--- src/hw/rtl/ncl1_ram.sv ---
`default_nettype none

module ncl1_ram #(
  parameter int WIDTH = 16,
  parameter int DEPTH = 256,
  parameter int AW    = (DEPTH > 1) ? $clog2(DEPTH) : 1
) (
  input  wire logic             clk_i,
  input  wire logic             we_i,
  input  wire logic [AW-1:0]    waddr_i,
  input  wire logic [WIDTH-1:0] wdata_i,
  input  wire logic [AW-1:0]    raddr_i,
  output logic      [WIDTH-1:0] rdata_o
);

  logic [WIDTH-1:0] mem_q [DEPTH];

  always_ff @(posedge clk_i) begin
    if (we_i) begin
      mem_q[waddr_i] <= wdata_i;
    end
    rdata_o <= mem_q[raddr_i];
  end

endmodule

`default_nettype wire

--- config.mk ---
export PLATFORM = sky130hd
export DESIGN_NAME = ncl1_ram
export DESIGN_NICKNAME = d
export VERILOG_FILES = /design/src/hw/rtl/ncl1_ram.sv
export SDC_FILE = /design/constraint.sdc
export NUM_CORES = 2
export LEC_CHECK = 0
export BUFFER_PORTS_ARGS = -buffer_cell sky130_fd_sc_hd__buf_2
export CAP_MARGIN = 40
export CORE_MARGIN = 2
export CORE_UTILIZATION = 30
export DETAILED_ROUTE_END_ITERATION = 10
export GPL_TIMING_DRIVEN = 0
export PLACE_DENSITY_LB_ADDON = 0.05
export SYNTH_ARGS = -nofsm -noshare
export SYNTH_HDL_FRONTEND = slang
export SYNTH_SLANG_ARGS = --single-unit
--- constraint.sdc ---
create_clock -name clk_i -period 5.39 [get_ports clk_i]
set_input_delay 1.078 -clock clk_i [delete_from_list [all_inputs] [get_ports clk_i]]
set_output_delay 1.078 -clock clk_i [all_outputs]
set_load 0.1 [all_outputs]
==> impl_metrics.csv <==
group,metric,value,unit
detailed_routing,avgViaCountPerCell,5.28,
timing,setup_tns,0,ps
synthesis,synth_area,159000,µm²
pwr,vdd_drop_max,0.301,mV
timing,hold_slack,397,ps
global_route,grt_pass1_vias,83400,
pwr,combPwrFrac,6.6,%
pwr,p_sw_share,23.6,%
clock_tree,cts_setup_buffers,0,
critical_path,end_kind,"register",
synthesis,ys_types,52,
pwr,netSwitchingPower,16.6,mW
clock_tree,ctsHoldBuffers,0,
pwr,intPower,53.9,mW
detailed_routing,drt_iter0_drc,9845,
critical_path,ff2ff_setup_slack,1890,ps
synthesis,postSynthAreaPerCell,21.6,µm²
pwr,p_leak,60.0,nW
worst_hold_path,min_to,"mem_q[76][10]",
clock_tree,clock-root-buffer,"clkbuf_16",
floorplanning,core,528000,µm²
synthesis,synthCells,7360,
synthesis,seq_area_frac_synth,77.7,%
floorplanning,fp-row-count,267,
clock_tree,cts.reportedPaths.clkPinSlew,60,ps
global_route,grt_overflow,0,
synthesis,synth_area_leader_cell,"edfxtp_1",
critical_path,timing.rr.end,"rdata_o[2]",
timing,rsz0062_at_grt,"no",
worst_hold_path,hold_depth,1,
synthesis,synthTopCellsByCount,"edfxtp_1, mux4_2, mux2i_1",
synthesis,yosysWarnings,0,
floorplanning,die_area,535000,µm²
synthesis,yosysTopAreaCellShare,77.5,%
layout,drive_gt1_share,29.4,%
place,placed_cell_area,176000,µm²
clock_tree,cts.repair.resized,0,
detailed_routing,routed_wl,613000,µm
clock_tree,cts.path.max_buffers,4,
layout,final_area,191000,µm²
clock_tree,cts_sinks,4112,
global_route,grt_usage,22.6,%
place,dp_hpwl,438000,µm
flow_run,drv_cap,0,
pwr,power_density,370,nW/µm²
pwr,pwr-share-seq,50.0,%
clock_tree,htreeDepth,5,
critical_path,cp.arrival,6170,ps
synthesis,ys_seq_elements,4112,
timing,slew_headroom,28.7,%
global_route,grt_start_max_net_pins,125,
synthesis,synth_top_flop_cell,"edfxtp_1",
place,port_buffers,39,
worst_hold_path,hold_class,"in2reg",
synthesis,synth_edf_count,4096,
worst_hold_path,min_from,"wdata_i[10]",
floorplanning,die_w,731,µm
floorplanning,die_y,731,µm
floorplanning,start_util,30.1,%
place,gp_congestion,0.952,
pwr,p_clk_share,43.4,%
layout,finalNetCount,8388,
clock_tree,cts_tree,"yes",
synthesis,synthTopCellsByArea,"edfxtp_1, mux4_2, mux2i_1",
layout,postLayoutCoreUtil,36.1,%
critical_path,critPathLaunchType,"input port",
clock_tree,numCtsBuffers,467,
pwr,total_power,70.5,mW
timing,max_freq,192,MHz
critical_path,worstPathRequired,6340,ps
detailed_routing,drt-wirelength-per-cell,38.9,µm
outcome,status,"finished, final reports clean",
synthesis,synth_most_common_cell,"edfxtp_1",
timing,setup_viol,0,
floorplanning,pin_count,50,
global_route,antenna_found_initial,60,
timing,maxSlewViolCount,0,
clock_tree,insertion_delay,1070,ps
timing,hold_viol,0,
timing,period_share,96.8,%
critical_path,ff2ff_path_depth,8,
timing,worst_slew_pin_slew,1070,ps
critical_path,path_class,"in2reg",
detailed_routing,antenna_left,0,
layout,fillers,48700,
detailed_routing,dr_total_vias,83200,
global_route,grt_pass1_wl,801000,µm
synthesis,synthesis.nets,7394,
detailed_routing,route.detailed.drc,0,
timing,fin_worst_skew,97.0,ps
timing,fin_crit,5220,ps
critical_path,crit_path_max_fanout,10,
synthesis,async_flop_share,0,%
detailed_routing,dr.pass1.iters,5,
critical_path,r2r_start,"mem_q[163][2]",
layout,area_delta_synth_final,20.2,%
## per-layer routing
layer,part of all wire (%),track usage (%),vias to the layer above
met1,45,32.3,45900
met4,3.2,6.26,12
met3,6.1,3.60,754
met5,0.014,0,-
li1,-,-,33500
met2,46,35.6,3124
## worst max-delay path, stage by stage
cell      delay [ps]
buf_4            310
buf_4            400
buf_4            440
buf_2            600
clkbuf_2         700
mux4_2           370
o22ai_1          200
a21oi_1          810
nand4_1          170
nor4_1           660
buf_2            290
## cell usage in the layout (no fill, tap or decap), types with 65 or more instances in the layout
cell type and count:
o22ai_1 148, buf_4 77, edfxtp_1 4096, mux2_2 88, a21oi_1 175, clkinv_2 97, o221ai_1 252, nor2_2 235
buf_16 65, buf_6 139, mux2i_1 565, buf_2 126, nor3_1 90, mux4_2 797, clkinv_1 115, clkbuf_16 470
clkbuf_1 306, buf_8 295
## cell families after synthesis
family	count (synthesis)	synth area share (%)
AO/OA/AOI/OAI	786	3.54
AND/OR/NAND/NOR	556	1.57
flip-flops	4112	77.7
multiplexers	1450	15.5
buffers and inverters	456	1.69
## power groups by stage
stage / logic [mW] / registers [mW] / clock network, mW
after floorplan: 1.74 / 36.1 / 0
after global placement: 4.33 / 36.1 / 0
after detailed placement: 4.70 / 36.0 / 0
after CTS: 4.71 / 35.3 / 31.3
after global routing: 4.78 / 35.3 / 32.4
final: 4.66 / 35.3 / 30.6
## sequential cells by signal, summed over array words and instances, names as in the netlist
register  cells
mem_q      4096
rdata_o      16
## per-stage QoR
stage | instances | setup WS (ps)
3_5_place_dp | 14900 | -855
3_3_place_gp | 14400 | -3660
2_1_floorplan | 7360 | 2150
6_report | 15800 | 175
5_1_grt | 15700 | 338
4_1_cts | 15700 | 277
## worst max path at each step
stage,cells after the start,startpoint,to
CTS,12,raddr_i[3],rdata_o[15]
detailed placement,12,raddr_i[3],rdata_o[15]
floorplan,6,waddr_i[3],mem_q[235][0]
global placement,8,raddr_i[2],rdata_o[2]
finish,11,raddr_i[1],rdata_o[9]
global route,12,raddr_i[3],rdata_o[15]
## final cells by class
| cell class | count | area, µm² | share of cell area [%] |
|---|---|---|---|
| multi-input combinational | 2792 | 33600 | 17.6 |
| timing repair buffer | 525 | 7720 | 4.05 |
| tap | 6994 | 8750 | 4.59 |
| inverter | 4 | 15.0 | 0.00787 |
| antenna | 33 | 82.6 | 0.0433 |
| sequential | 4112 | 123000 | 64.6 |
| buffer | 452 | 2750 | 1.44 |
| clock buffer | 581 | 12200 | 6.38 |
| clock inverter | 280 | 2340 | 1.23 |
Power figures use the tool's default switching activity.
